--- src/integer_calculator_alu_macros.svh ---
// Assertion macros for the integer calculator ALU.
// No dependencies; included by files that carry concurrent checks.
`ifndef INTEGER_CALCULATOR_ALU_MACROS_SVH
`define INTEGER_CALCULATOR_ALU_MACROS_SVH
`ifndef SYNTHESIS
// antecedent holds -> consequent holds in the same cycle
`define ICALC_ASSERT_SAME(label, clk, rst, ante, cons) \
   label: assert property (@(posedge clk) disable iff (rst) (ante) |-> (cons)) \
      else $error("icalc check failed");
// antecedent holds -> consequent holds in the next cycle
`define ICALC_ASSERT_NEXT(label, clk, rst, ante, cons) \
   label: assert property (@(posedge clk) disable iff (rst) (ante) |=> (cons)) \
      else $error("icalc check failed");
`else
`define ICALC_ASSERT_SAME(label, clk, rst, ante, cons)
`define ICALC_ASSERT_NEXT(label, clk, rst, ante, cons)
`endif
`endif

--- src/icalc_pkg.sv ---
// Shared types and constants for the integer calculator ALU.
// No dependencies; imported by the multiplier, divider and top level.
package icalc_pkg;

   localparam int FIELD_W = 32;
   localparam int MODE_W  = 3;

   typedef enum logic [MODE_W-1:0] {
      MODE_ADD  = 3'd0,
      MODE_SUB  = 3'd1,
      MODE_MUL  = 3'd2,
      MODE_DIV  = 3'd3,
      MODE_POW  = 3'd4,
      MODE_FACT = 3'd5
   } mode_type;

   // handshake status of an iterative arithmetic unit
   typedef struct packed {
      logic busy;
      logic done;
   } unit_status_type;

endpackage

--- src/icalc_mul.sv ---
// Iterative multiplier: low DATA_WIDTH bits of x*y, one digit of y (16 bits, or DATA_WIDTH if narrower) per cycle.
// Depends on icalc_pkg (unit_status_type).
module icalc_mul
   import icalc_pkg::*;
#(
   parameter int DATA_WIDTH = 32
) (
   input  logic                  clock,
   input  logic                  reset,
   input  logic                  start,
   input  logic [DATA_WIDTH-1:0] mul_x,
   input  logic [DATA_WIDTH-1:0] mul_y,
   output unit_status_type       status,
   output logic [DATA_WIDTH-1:0] product
);

   localparam int DIG_W  = (DATA_WIDTH < 16) ? DATA_WIDTH : 16;
   localparam int NDIG   = (DATA_WIDTH + DIG_W - 1) / DIG_W;
   localparam int CNT_W  = (NDIG > 1) ? $clog2(NDIG) : 1;
   localparam int PP_W   = DATA_WIDTH + DIG_W;

   logic [DATA_WIDTH-1:0] acc_ff, acc_in;
   logic [DATA_WIDTH-1:0] x_ff, y_ff;
   logic [CNT_W-1:0]      cnt_ff;
   logic                  busy_ff, done_ff;
   logic [PP_W-1:0]       pp;

   always_comb begin
      pp     = PP_W'(x_ff) * PP_W'(y_ff[DIG_W-1:0]);
      acc_in = acc_ff + pp[DATA_WIDTH-1:0];
   end

   always_ff @(posedge clock) begin
      if (reset) begin
         busy_ff <= 1'b0;
         done_ff <= 1'b0;
         cnt_ff  <= '0;
      end else begin
         done_ff <= !start && busy_ff && (cnt_ff == CNT_W'(NDIG - 1));
         if (start) begin
            busy_ff <= 1'b1;
            cnt_ff  <= '0;
            acc_ff  <= '0;
            x_ff    <= mul_x;
            y_ff    <= mul_y;
         end else if (busy_ff) begin
            acc_ff <= acc_in;
            // advance to the next digit of y
            x_ff   <= x_ff << DIG_W;
            y_ff   <= y_ff >> DIG_W;
            cnt_ff <= cnt_ff + CNT_W'(1);
            if (cnt_ff == CNT_W'(NDIG - 1)) begin
               busy_ff <= 1'b0;
            end
         end
      end
   end

   assign status.busy = busy_ff;
   assign status.done = done_ff;
   assign product     = acc_ff;

endmodule

--- src/icalc_div.sv ---
// Restoring radix-2 divider on unsigned magnitudes, one quotient bit per cycle.
// Depends on icalc_pkg (unit_status_type).
module icalc_div
   import icalc_pkg::*;
#(
   parameter int DATA_WIDTH = 32
) (
   input  logic                  clock,
   input  logic                  reset,
   input  logic                  start,
   input  logic [DATA_WIDTH-1:0] dividend,
   input  logic [DATA_WIDTH-1:0] divisor,
   output unit_status_type       status,
   output logic [DATA_WIDTH-1:0] quotient,
   output logic [DATA_WIDTH-1:0] remainder
);

   localparam int CNT_W = $clog2(DATA_WIDTH);

   logic [DATA_WIDTH-1:0] rem_ff, rem_in;
   logic [DATA_WIDTH-1:0] quo_ff, quo_in;
   logic [DATA_WIDTH-1:0] div_ff;
   logic [CNT_W-1:0]      cnt_ff;
   logic                  busy_ff, done_ff;
   logic [DATA_WIDTH:0]   shifted, diff;
   logic                  ge;

   always_comb begin
      shifted = {rem_ff, quo_ff[DATA_WIDTH-1]};
      diff    = shifted - {1'b0, div_ff};
      ge      = shifted >= {1'b0, div_ff};
      rem_in  = ge ? diff[DATA_WIDTH-1:0] : shifted[DATA_WIDTH-1:0];
      quo_in  = {quo_ff[DATA_WIDTH-2:0], ge};
   end

   always_ff @(posedge clock) begin
      if (reset) begin
         busy_ff <= 1'b0;
         done_ff <= 1'b0;
         cnt_ff  <= '0;
      end else begin
         done_ff <= !start && busy_ff && (cnt_ff == CNT_W'(DATA_WIDTH - 1));
         if (start) begin
            busy_ff <= 1'b1;
            cnt_ff  <= '0;
            rem_ff  <= '0;
            quo_ff  <= dividend;
            div_ff  <= divisor;
         end else if (busy_ff) begin
            rem_ff <= rem_in;
            quo_ff <= quo_in;
            cnt_ff <= cnt_ff + CNT_W'(1);
            if (cnt_ff == CNT_W'(DATA_WIDTH - 1)) begin
               busy_ff <= 1'b0;
            end
         end
      end
   end

   assign status.busy = busy_ff;
   assign status.done = done_ff;
   assign quotient    = quo_ff;
   assign remainder   = rem_ff;

endmodule

--- src/integer_calculator_alu.sv ---
// Signed integer calculator: add, subtract, multiply, divide, power and factorial at
// DATA_WIDTH bits, wrapping two's complement, one result beat per request beat. The block
// takes one request at a time and holds req_stall high until the result is in the output
// register. Add, subtract and unused modes compute the result when the request is taken
// and go straight to the finish state. Products run on one shared multiplier that consumes
// 16 bits of the second factor per cycle; divide runs a restoring divider on the operand
// magnitudes. Power uses square-and-multiply: up to 2*bits(exponent)-1 multiplications.
// Factorial needs one multiplication per factor and stops once the product wraps to zero
// (argument 34 at 32 bits).
// Depends on icalc_pkg, icalc_mul, icalc_div and integer_calculator_alu_macros.svh.
`include "integer_calculator_alu_macros.svh"
module integer_calculator_alu
   import icalc_pkg::*;
#(
   parameter int DATA_WIDTH = 32
) (
   input  logic                      clock,
   input  logic                      reset,
   input  logic                      req_valid,
   output logic                      req_stall,
   input  logic [MODE_W-1:0]         req_mode,
   input  logic signed [FIELD_W-1:0] req_operand_a,
   input  logic signed [FIELD_W-1:0] req_operand_b,
   output logic                      rsp_valid,
   input  logic                      rsp_stall,
   output logic signed [FIELD_W-1:0] rsp_result,
   output logic signed [FIELD_W-1:0] rsp_remainder_out,
   output logic                      rsp_divide_by_zero
);

   localparam int EXT_W = (DATA_WIDTH > FIELD_W) ? DATA_WIDTH : FIELD_W;

   typedef enum logic [3:0] {
      ST_IDLE,
      ST_MUL,
      ST_DIV,
      ST_POW_CHK,
      ST_POW_ACC,
      ST_POW_SQ,
      ST_FACT_MUL,
      ST_FACT_WAIT,
      ST_FINISH
   } state_type;

   state_type             state_ff;
   logic                  rsp_valid_ff;
   logic [FIELD_W-1:0]    rsp_result_ff, rsp_rem_ff;
   logic                  rsp_dz_ff;

   logic [DATA_WIDTH-1:0] res_ff, rem_ff;
   logic                  dz_ff;
   logic [DATA_WIDTH-1:0] acc_ff, base_ff, expo_ff, idx_ff;
   logic                  neg_q_ff, neg_r_ff;

   logic                  mul_start_ff, div_start_ff;
   logic                  mul_start_in, div_start_in;
   logic [DATA_WIDTH-1:0] mul_x_ff, mul_y_ff, div_x_ff, div_y_ff;
   unit_status_type       mul_status, div_status;
   logic [DATA_WIDTH-1:0] mul_product, div_quo, div_rem;

   logic [EXT_W-1:0]      a_ext, b_ext, res_ext, rem_ext;
   logic [DATA_WIDTH-1:0] a_w, b_w, a_mag, b_mag;
   logic                  a_neg, b_neg;

   // sign-extend the operands, then take them at the working width
   always_comb begin
      a_ext   = EXT_W'(req_operand_a);
      b_ext   = EXT_W'(req_operand_b);
      a_w     = a_ext[DATA_WIDTH-1:0];
      b_w     = b_ext[DATA_WIDTH-1:0];
      a_neg   = a_w[DATA_WIDTH-1];
      b_neg   = b_w[DATA_WIDTH-1];
      a_mag   = a_neg ? (DATA_WIDTH'(0) - a_w) : a_w;
      b_mag   = b_neg ? (DATA_WIDTH'(0) - b_w) : b_w;
      res_ext = EXT_W'(res_ff);
      rem_ext = EXT_W'(rem_ff);
   end

   // launch pulses for the multiplier and divider
   always_comb begin
      mul_start_in = 1'b0;
      div_start_in = 1'b0;
      case (state_ff)
         ST_IDLE: begin
            mul_start_in = req_valid && (req_mode == MODE_MUL);
            div_start_in = req_valid && (req_mode == MODE_DIV) && (b_w != '0);
         end
         ST_POW_CHK:  mul_start_in = (expo_ff != '0);
         ST_POW_ACC:  mul_start_in = mul_status.done && (expo_ff != DATA_WIDTH'(1));
         ST_FACT_MUL: mul_start_in = 1'b1;
         default: ;
      endcase
   end

   icalc_mul #(.DATA_WIDTH(DATA_WIDTH)) u_mul (
      .clock   (clock),
      .reset   (reset),
      .start   (mul_start_ff),
      .mul_x   (mul_x_ff),
      .mul_y   (mul_y_ff),
      .status  (mul_status),
      .product (mul_product)
   );

   icalc_div #(.DATA_WIDTH(DATA_WIDTH)) u_div (
      .clock     (clock),
      .reset     (reset),
      .start     (div_start_ff),
      .dividend  (div_x_ff),
      .divisor   (div_y_ff),
      .status    (div_status),
      .quotient  (div_quo),
      .remainder (div_rem)
   );

   always_ff @(posedge clock) begin
      if (reset) begin
         state_ff     <= ST_IDLE;
         rsp_valid_ff <= 1'b0;
         mul_start_ff <= 1'b0;
         div_start_ff <= 1'b0;
      end else begin
         mul_start_ff <= mul_start_in;
         div_start_ff <= div_start_in;
         // drop a taken beat unless the next one loads now
         if (rsp_valid_ff && !rsp_stall && state_ff != ST_FINISH) begin
            rsp_valid_ff <= 1'b0;
         end
         case (state_ff)
            ST_IDLE: begin
               if (req_valid) begin
                  rem_ff <= '0;
                  dz_ff  <= (req_mode == MODE_DIV) && (b_w == '0);
                  case (mode_type'(req_mode))
                     MODE_ADD: begin
                        res_ff   <= a_w + b_w;
                        state_ff <= ST_FINISH;
                     end
                     MODE_SUB: begin
                        res_ff   <= a_w - b_w;
                        state_ff <= ST_FINISH;
                     end
                     MODE_MUL: begin
                        mul_x_ff <= a_w;
                        mul_y_ff <= b_w;
                        state_ff <= ST_MUL;
                     end
                     MODE_DIV: begin
                        if (b_w == '0) begin
                           res_ff   <= '0;
                           state_ff <= ST_FINISH;
                        end else begin
                           div_x_ff <= a_mag;
                           div_y_ff <= b_mag;
                           neg_q_ff <= a_neg ^ b_neg;
                           neg_r_ff <= a_neg;
                           state_ff <= ST_DIV;
                        end
                     end
                     MODE_POW: begin
                        if (b_neg || b_w == '0) begin
                           res_ff   <= DATA_WIDTH'(1);
                           state_ff <= ST_FINISH;
                        end else begin
                           acc_ff   <= DATA_WIDTH'(1);
                           base_ff  <= a_w;
                           expo_ff  <= b_w;
                           state_ff <= ST_POW_CHK;
                        end
                     end
                     MODE_FACT: begin
                        if (a_neg || a_w <= DATA_WIDTH'(1)) begin
                           res_ff   <= DATA_WIDTH'(1);
                           state_ff <= ST_FINISH;
                        end else begin
                           acc_ff   <= DATA_WIDTH'(1);
                           base_ff  <= a_w;
                           idx_ff   <= DATA_WIDTH'(2);
                           state_ff <= ST_FACT_MUL;
                        end
                     end
                     default: begin
                        res_ff   <= '0;
                        state_ff <= ST_FINISH;
                     end
                  endcase
               end
            end
            ST_MUL: begin
               if (mul_status.done) begin
                  res_ff   <= mul_product;
                  state_ff <= ST_FINISH;
               end
            end
            ST_DIV: begin
               if (div_status.done) begin
                  res_ff   <= neg_q_ff ? (DATA_WIDTH'(0) - div_quo) : div_quo;
                  rem_ff   <= neg_r_ff ? (DATA_WIDTH'(0) - div_rem) : div_rem;
                  state_ff <= ST_FINISH;
               end
            end
            ST_POW_CHK: begin
               if (expo_ff == '0) begin
                  res_ff   <= acc_ff;
                  state_ff <= ST_FINISH;
               end else if (expo_ff[0]) begin
                  mul_x_ff <= acc_ff;
                  mul_y_ff <= base_ff;
                  state_ff <= ST_POW_ACC;
               end else begin
                  mul_x_ff <= base_ff;
                  mul_y_ff <= base_ff;
                  state_ff <= ST_POW_SQ;
               end
            end
            ST_POW_ACC: begin
               if (mul_status.done) begin
                  acc_ff <= mul_product;
                  // last exponent bit: skip the final squaring
                  if (expo_ff == DATA_WIDTH'(1)) begin
                     res_ff   <= mul_product;
                     state_ff <= ST_FINISH;
                  end else begin
                     mul_x_ff <= base_ff;
                     mul_y_ff <= base_ff;
                     state_ff <= ST_POW_SQ;
                  end
               end
            end
            ST_POW_SQ: begin
               if (mul_status.done) begin
                  base_ff  <= mul_product;
                  expo_ff  <= expo_ff >> 1;
                  state_ff <= ST_POW_CHK;
               end
            end
            ST_FACT_MUL: begin
               mul_x_ff <= acc_ff;
               mul_y_ff <= idx_ff;
               state_ff <= ST_FACT_WAIT;
            end
            ST_FACT_WAIT: begin
               if (mul_status.done) begin
                  acc_ff <= mul_product;
                  // a product that wrapped to zero stays zero
                  if (mul_product == '0 || idx_ff == base_ff) begin
                     res_ff   <= mul_product;
                     state_ff <= ST_FINISH;
                  end else begin
                     idx_ff   <= idx_ff + DATA_WIDTH'(1);
                     state_ff <= ST_FACT_MUL;
                  end
               end
            end
            ST_FINISH: begin
               // hold until the output register is free
               if (!rsp_valid_ff || !rsp_stall) begin
                  rsp_valid_ff  <= 1'b1;
                  rsp_result_ff <= res_ext[FIELD_W-1:0];
                  rsp_rem_ff    <= rem_ext[FIELD_W-1:0];
                  rsp_dz_ff     <= dz_ff;
                  state_ff      <= ST_IDLE;
               end
            end
            default: state_ff <= ST_IDLE;
         endcase
      end
   end

   assign req_stall          = (state_ff != ST_IDLE);
   assign rsp_valid          = rsp_valid_ff;
   assign rsp_result         = rsp_result_ff;
   assign rsp_remainder_out  = rsp_rem_ff;
   assign rsp_divide_by_zero = rsp_dz_ff;

   `ICALC_ASSERT_NEXT(a_accept_blocks, clock, reset, req_valid && !req_stall, req_stall)
   `ICALC_ASSERT_SAME(a_dz_zeros, clock, reset, rsp_valid && rsp_divide_by_zero,
                      rsp_result == '0 && rsp_remainder_out == '0)
   `ICALC_ASSERT_SAME(a_one_unit, clock, reset, mul_status.busy, !div_status.busy)
   `ICALC_ASSERT_SAME(a_mul_done_state, clock, reset, mul_status.done,
                      state_ff == ST_MUL || state_ff == ST_POW_ACC ||
                      state_ff == ST_POW_SQ || state_ff == ST_FACT_WAIT)

endmodule
--- config.mk ---
export PLATFORM = sky130hd
export DESIGN_NAME = integer_calculator_alu
export DESIGN_NICKNAME = d
export VERILOG_FILES = /design/src/icalc_pkg.sv /design/src/icalc_mul.sv /design/src/icalc_div.sv /design/src/integer_calculator_alu.sv
export VERILOG_INCLUDE_DIRS = /design/src /design/src/src
export SDC_FILE = /design/constraint.sdc
export NUM_CORES = 2
export LEC_CHECK = 0
export BUFFER_PORTS_ARGS = -buffer_cell sky130_fd_sc_hd__buf_4
export CAP_MARGIN = 20
export CORE_MARGIN = 4
export CORE_UTILIZATION = 39
export CTS_CLUSTER_DIAMETER = 200
export DETAILED_ROUTE_END_ITERATION = 12
export GPL_ROUTABILITY_DRIVEN = 0
export GPL_TIMING_DRIVEN = 0
export PLACE_DENSITY = 0.63
export SYNTH_ARGS = -nofsm -noshare
export SYNTH_HDL_FRONTEND = slang
export SYNTH_HIERARCHICAL = 1
export SYNTH_SLANG_ARGS = --single-unit
--- constraint.sdc ---
create_clock -name clock -period 7.8 [get_ports clock]
set_clock_uncertainty 0.1 [all_clocks]
set_input_delay 0.39 -clock clock [delete_from_list [all_inputs] [get_ports clock]]
set_output_delay 0.39 -clock clock [all_outputs]
set_load 0.03 [all_outputs]
* Word-level counts from Yosys, hierarchy flattened *
Cells that the tools add are included.

storage, ports and cells
  latch bits = 0
  bits in read-only memories = 0
  output and inout bits = 67
  word-level logic and storage cells = 236
  bits in writable memories = 0
  bits in registers = 597
  memories = 0
  input bits = 71

operators by class
  bitwise logic cells = 4
  $add $sub $neg = 11
  reductions and logical operators = 53
  equal/unequal tests = 44
  multiplexer cells = 87
  multipliers = 1
  div/mod/pow operators = 0
  shift operators = 0
  order comparisons = 2

operators by type and width
  cell                                                                                number
  32-bit two-way mux                                                                  48
  32-bit one-hot mux with 2 select lines                                              7
  32-bit one-hot mux with 6 select lines                                              2
  32-bit one-hot mux with 4 select lines                                              2
  1-bit by 32-bit subtractor with 32-bit output (first input constant)                4
  32-bit zero test                                                                    3
  32-bit adder                                                                        2
  32-bit nonzero test                                                                 2
  32-bit subtractor                                                                   2
  31-bit two-way mux                                                                  2
  4-bit two-way mux                                                                   13
  4-bit one-hot mux with 9 select lines                                               1
  7-bit AND reduction                                                                 5
  33-bit by 32-bit greater-or-equal comparator with 1-bit output                      1
  32-bit by 1-bit adder with 32-bit output (second input constant)                    1
  32-bit by 1-bit equality test with 1-bit output (second input constant)             1
  32-bit equality test                                                                1
  32-bit by 1-bit less-or-equal comparator with 1-bit output (second input constant)  1
  32-bit by 16-bit multiplier with 32-bit output                                      1
  32-bit by 1-bit != test with 1-bit output (second input constant)                   1
  2-bit != test (second input constant)                                               12
  4-bit by 3-bit equality test with 1-bit output (second input constant)              4
  2-bit by 1-bit != test with 1-bit output (second input constant)                    8
  4-bit one-hot mux with 4 select lines                                               1
  31 further kinds                                                                    77

* Depth between registers and ports, before layout *
  word-level depth = 6
  mapped depth = 24
  depth with buffers taken out = 22

* By module *
Netlist, hierarchy kept.

modules (own cells, without submodules)
  module                  seq. area each (µm²)  area an instance (µm²)  times used  cells each
  integer_calculator_alu  11791.3               21015.2                 1           1810
  icalc_mul               2942.8                16231.8                 1           1686
  icalc_div               3022.9                6063.3                  1           538

* Least setup slack after synthesis *
OpenSTA, ideal clock, no wires.

  path kind = input-to-reg
  from = input port req_operand_b[1]
  to = register div_x_ff[0], enable pin
  data arrival time = 7639 ps
  path buffers = 1
  library setup time = 652 ps
  required time = 7048 ps
  setup slack = -591 ps
  stages on the path = 7
  path through = inv_1 > ha_1 > or3b_1 > clkbuf_1 > nor4_4 > and4_1 > nor4_1

between the ends
  longest elaborated chain between the ends = 3

RTL lines
  what                                  line                           source
  start, declared                       integer_calculator_alu.sv:23   input logic signed [FIELD_W-1:0] req_operand_b,
  32-bit zero test                      integer_calculator_alu.sv:149  if (b_w == '0) begin
  1-bit inverter (no source line)       n/a
  5-bit AND reduction (no source line)  n/a
  end signal, assigned                  integer_calculator_alu.sv:153  div_x_ff <= a_mag;
  end, declared                         integer_calculator_alu.sv:57   logic [DATA_WIDTH-1:0] mul_x_ff, mul_y_ff, div_x_ff, div_y_ff;

Every way passes these cells.
A chain may end at the register's enable or synchronous reset.

* Worst setup path in the final report *
  from = register u_mul.y_ff[14]
  to = register u_mul.acc_ff[24] (netlist: u_mul/product[24]), data pin

between the ends
  longest elaborated chain between the ends = 3

RTL lines
  what                                            line             source
  start, declared                                 icalc_mul.sv:23  logic [DATA_WIDTH-1:0] x_ff, y_ff;
  start signal, assigned                          icalc_mul.sv:45  y_ff <= mul_y;
  start signal, assigned                          icalc_mul.sv:50  y_ff <= y_ff >> DIG_W;
  32-bit by 16-bit multiplier with 32-bit output  icalc_mul.sv:29  pp = PP_W'(x_ff) * PP_W'(y_ff[DIG_W-1:0]);
  32-bit adder                                    icalc_mul.sv:30  acc_in = acc_ff + pp[DATA_WIDTH-1:0];
  32-bit two-way mux                              icalc_mul.sv:46  end else if (busy_ff) begin
  end signal, assigned                            icalc_mul.sv:47  acc_ff <= acc_in;
  end, declared                                   icalc_mul.sv:22  logic [DATA_WIDTH-1:0] acc_ff, acc_in;

Every way passes these cells. The select of a mux whose other input is x is not followed.

==> results.txt <==
The synthesized cell area was 0.0433 sq mm; the core footprint was 0.110 sq mm. Leaving out fill and tap cells, the most frequent cell in the layout is sky130_fd_sc_hd__edfxtp_1. In the final layout, flip-flops and latches occupy 0.0178 sq mm. The remaining number of nets flagged by the antenna check after routing was 0; the overall track demand over capacity in global routing was 24.2%. The area added between synthesis and finish is 13.0%, and the clock transition at the registers of the reported paths is 0.06 ns. Traced cell by cell, the critical path runs through clkbuf_1 -> nand2_1 -> fa_1 -> fa_1 -> inv_1 -> fa_1 -> fa_1 -> fa_1 -> inv_1 -> fa_1 -> inv_1 -> ha_1 -> a21o_1 -> a21o_1 -> a221oi_2 -> o21ai_2 -> a311oi_1 -> o21ai_0 -> xnor2_1 -> nor2_1. For this block, the routed nets add up to 143000 um of wire. For the worst setup path, the data required time is 8.03 ns. For this block, the initial DRC count from the detailed router was 4573. The aggregate global routing overflow was 0. The clock tree root buffer cell is sky130_fd_sc_hd__clkbuf_16. The number of nets in the layout came out at 4803.

For this run, design rule violations remaining after detail routing come to 0. The tools report the launching point of the worst reg2reg path as u_mul/y_ff[14]. CTS saw 597 sinks. The class of the most critical hold timing path is in -> reg. The number of setup violations in the final report was 0. The H-tree was split into 3 levels. STA classifies the critical path startpoint as a register. The initial utilization of the core area, before any placement, comes to 39.5%.

In this run the horizontal extent of the chip is 341 um. Initial antenna violation count: 13. TritonCTS built the clock tree. For the filler cell count in the final layout, the log shows 10.3k. The startpoint identified for the worst hold timing path is req_operand_b[16].

The synthesized netlist cell count was 4032. After legalization and detailed placement, the total HPWL measured 112000 um. Setup repair after global routing left no endpoint under its margin.

The max-slew violation count is 0. The clock passes through at most 3 buffers. The final critical delay including setup and external delays came out at 7.57 ns. The maximum fanout count along the critical path works out to 10. The detail-routed via count per cell was 5.67.

Adding up every negative setup slack in the final design gives 0 ns. The first global-routing pass estimated 209000 um of wire. Across the run, the number of max-cap violations was 0.

Derived from the worst setup path, the maximum achievable clock frequency is 0.132 GHz. The CTS buffer count was 68. The final critical path takes up 97.1% of the cycle. By instance count, the cell type seen most on the critical path is sky130_fd_sc_hd__fa_1.

The worst setup path is captured at a register. In this run the cell area measured after placement is 0.0466 sq mm. The run finished with clean final reports.

The detailed-route via count is 32.8k. The worst setup path startpoint was u_mul/y_ff[14]. The count of cells along the worst hold path was 2; the pin count of the biggest net entering global routing was 33.

The worst register-to-register path has a setup slack of 0.23 ns. The worst register-to-register path ends at u_mul/product[24]. Kind of cell adding the most delay to the critical path: adder cells. The area enclosed by the die boundary is 0.116 sq mm, and the number of buffer cells added on primary ports is 118. The floorplan die height is 341 um.

STA puts the critical path data arrival time at 7.80 ns. The post-route netlist has 11.3% of its cells at a drive strength greater than 1. The worst reg2reg path depth was 20; the final standard cell area without fillers was 0.0489 sq mm. For this design the top-level I/O count stands at 138. Dividing the detail-routed wire length by the instance count gives 24.6 um.

The number of nets produced by synthesis was 4578. The initialized floorplan defines 121 standard-cell rows. Among all stages on the critical path, the largest delay is contributed by sky130_fd_sc_hd__edfxtp_1.

At the placement stage, the worst setup path has a slack of -0.0982 ns. The Yosys step of the flow raised 6 warnings. Each instance of the synthesized netlist takes up on average 10.7 sq um. The critical path is of the reg -> reg type.

The destination of the worst hold path is div_y_ff[16]. Together, buffers and inverters on the worst path number 4. The multi-input combinational cells in the finished layout cover a total of 0.0228 sq mm. In the layout the commonest cells are 580 x sky130_fd_sc_hd__edfxtp_1, 547 x sky130_fd_sc_hd__inv_1, 483 x sky130_fd_sc_hd__nand2_1. Before antenna repair, the detailed router went through 11 iterations. The number of hold-slack violations in the final timing report was 0. After layout, the worst setup slack is 0.230 ns.

The clock insertion delay at the later pin of the skew report is 0.64 ns. Slew at the pin closest to its max-slew limit: 1.30 ns. The number of global-route vias before repair was 31.9k. Headroom to the max-slew limit came out at 12.9%. In this design, the stage delay of the slowest critical-path cell is 0.74 ns.
registers in the layout, summed over array words and instances, names as in the netlist, 5 cells and up:
signal and flops:
u_div/quotient 32, rsp_result 32, u_div/cnt_ff 5, u_div/remainder 32
u_mul/product 32, u_mul/x_ff 32, mul_y_ff 32, rsp_remainder_out 32
rem_ext 32, acc_ff 32, div_y_ff 32, div_x_ff 32
idx_ff 32, expo_ff 32, mul_x_ff 32, base_ff 32
res_ext 32, u_mul/y_ff 32, u_div/div_ff 32
cell type report:
| class | instances | area share (%) |
|---|---|---|
| flip-flops and latches | 597 | 36.3 |
| well taps | 1476 | 3.77 |
| repair buffers | 158 | 2.88 |
| diodes | 5 | 0.0256 |
| clock buffers | 79 | 3.63 |
| inverters | 548 | 4.20 |
| plain buffers | 197 | 1.74 |
| clock inverters | 45 | 0.969 |
| multi-input cells | 2687 | 46.5 |
per-stage QoR:
stage / util [%] / hold WS, ns / instances
global route: 44.6 / 0.0231 / 5789
detailed placement: 42.5 / 0.305 / 5657
finish: 44.6 / 0.0496 / 5792
CTS: 44.6 / 0.0126 / 5785
floorplan: - / 0.300 / 4032
global placement: 42.0 / 0.302 / 5626
repair_timing:
action / 4_1_cts / 5_1_grt
pin swaps: 0 / 0
endpoints found under the hold margin: 4 / 0
buffers inserted: 0 / 4
resized for setup: 2 / 29
endpoints found under the setup margin: 2 / 6
hold buffers: 4 / 0
layer usage:
| layer | vias up | GRT usage, % | share of wire, % |
|---|---|---|---|
| met2 | 1968 | 34.7 | 41 |
| met4 | 6 | 8.33 | 3.8 |
| li1 | 14196 | - | - |
| met5 | - | 0 | 0.029 |
| met1 | 16320 | 35.1 | 42 |
| met3 | 333 | 6.94 | 13 |
worst max-delay path by stage:
| stage | endpoint | depth (start not counted) |
|---|---|---|
| 3_5_place_dp | u_mul/product[31] | 21 |
| 2_1_floorplan | mul_x_ff[0] | 6 |
| 4_1_cts | u_mul/product[31] | 23 |
| 5_1_grt | u_mul/product[31] | 22 |
| 3_3_place_gp | mul_x_ff[23] | 6 |
| 6_report | u_mul/product[24] | 20 |
Power is not shown: default switching activity piles up to over one toggle a cycle in this logic, so the estimate is an artifact.
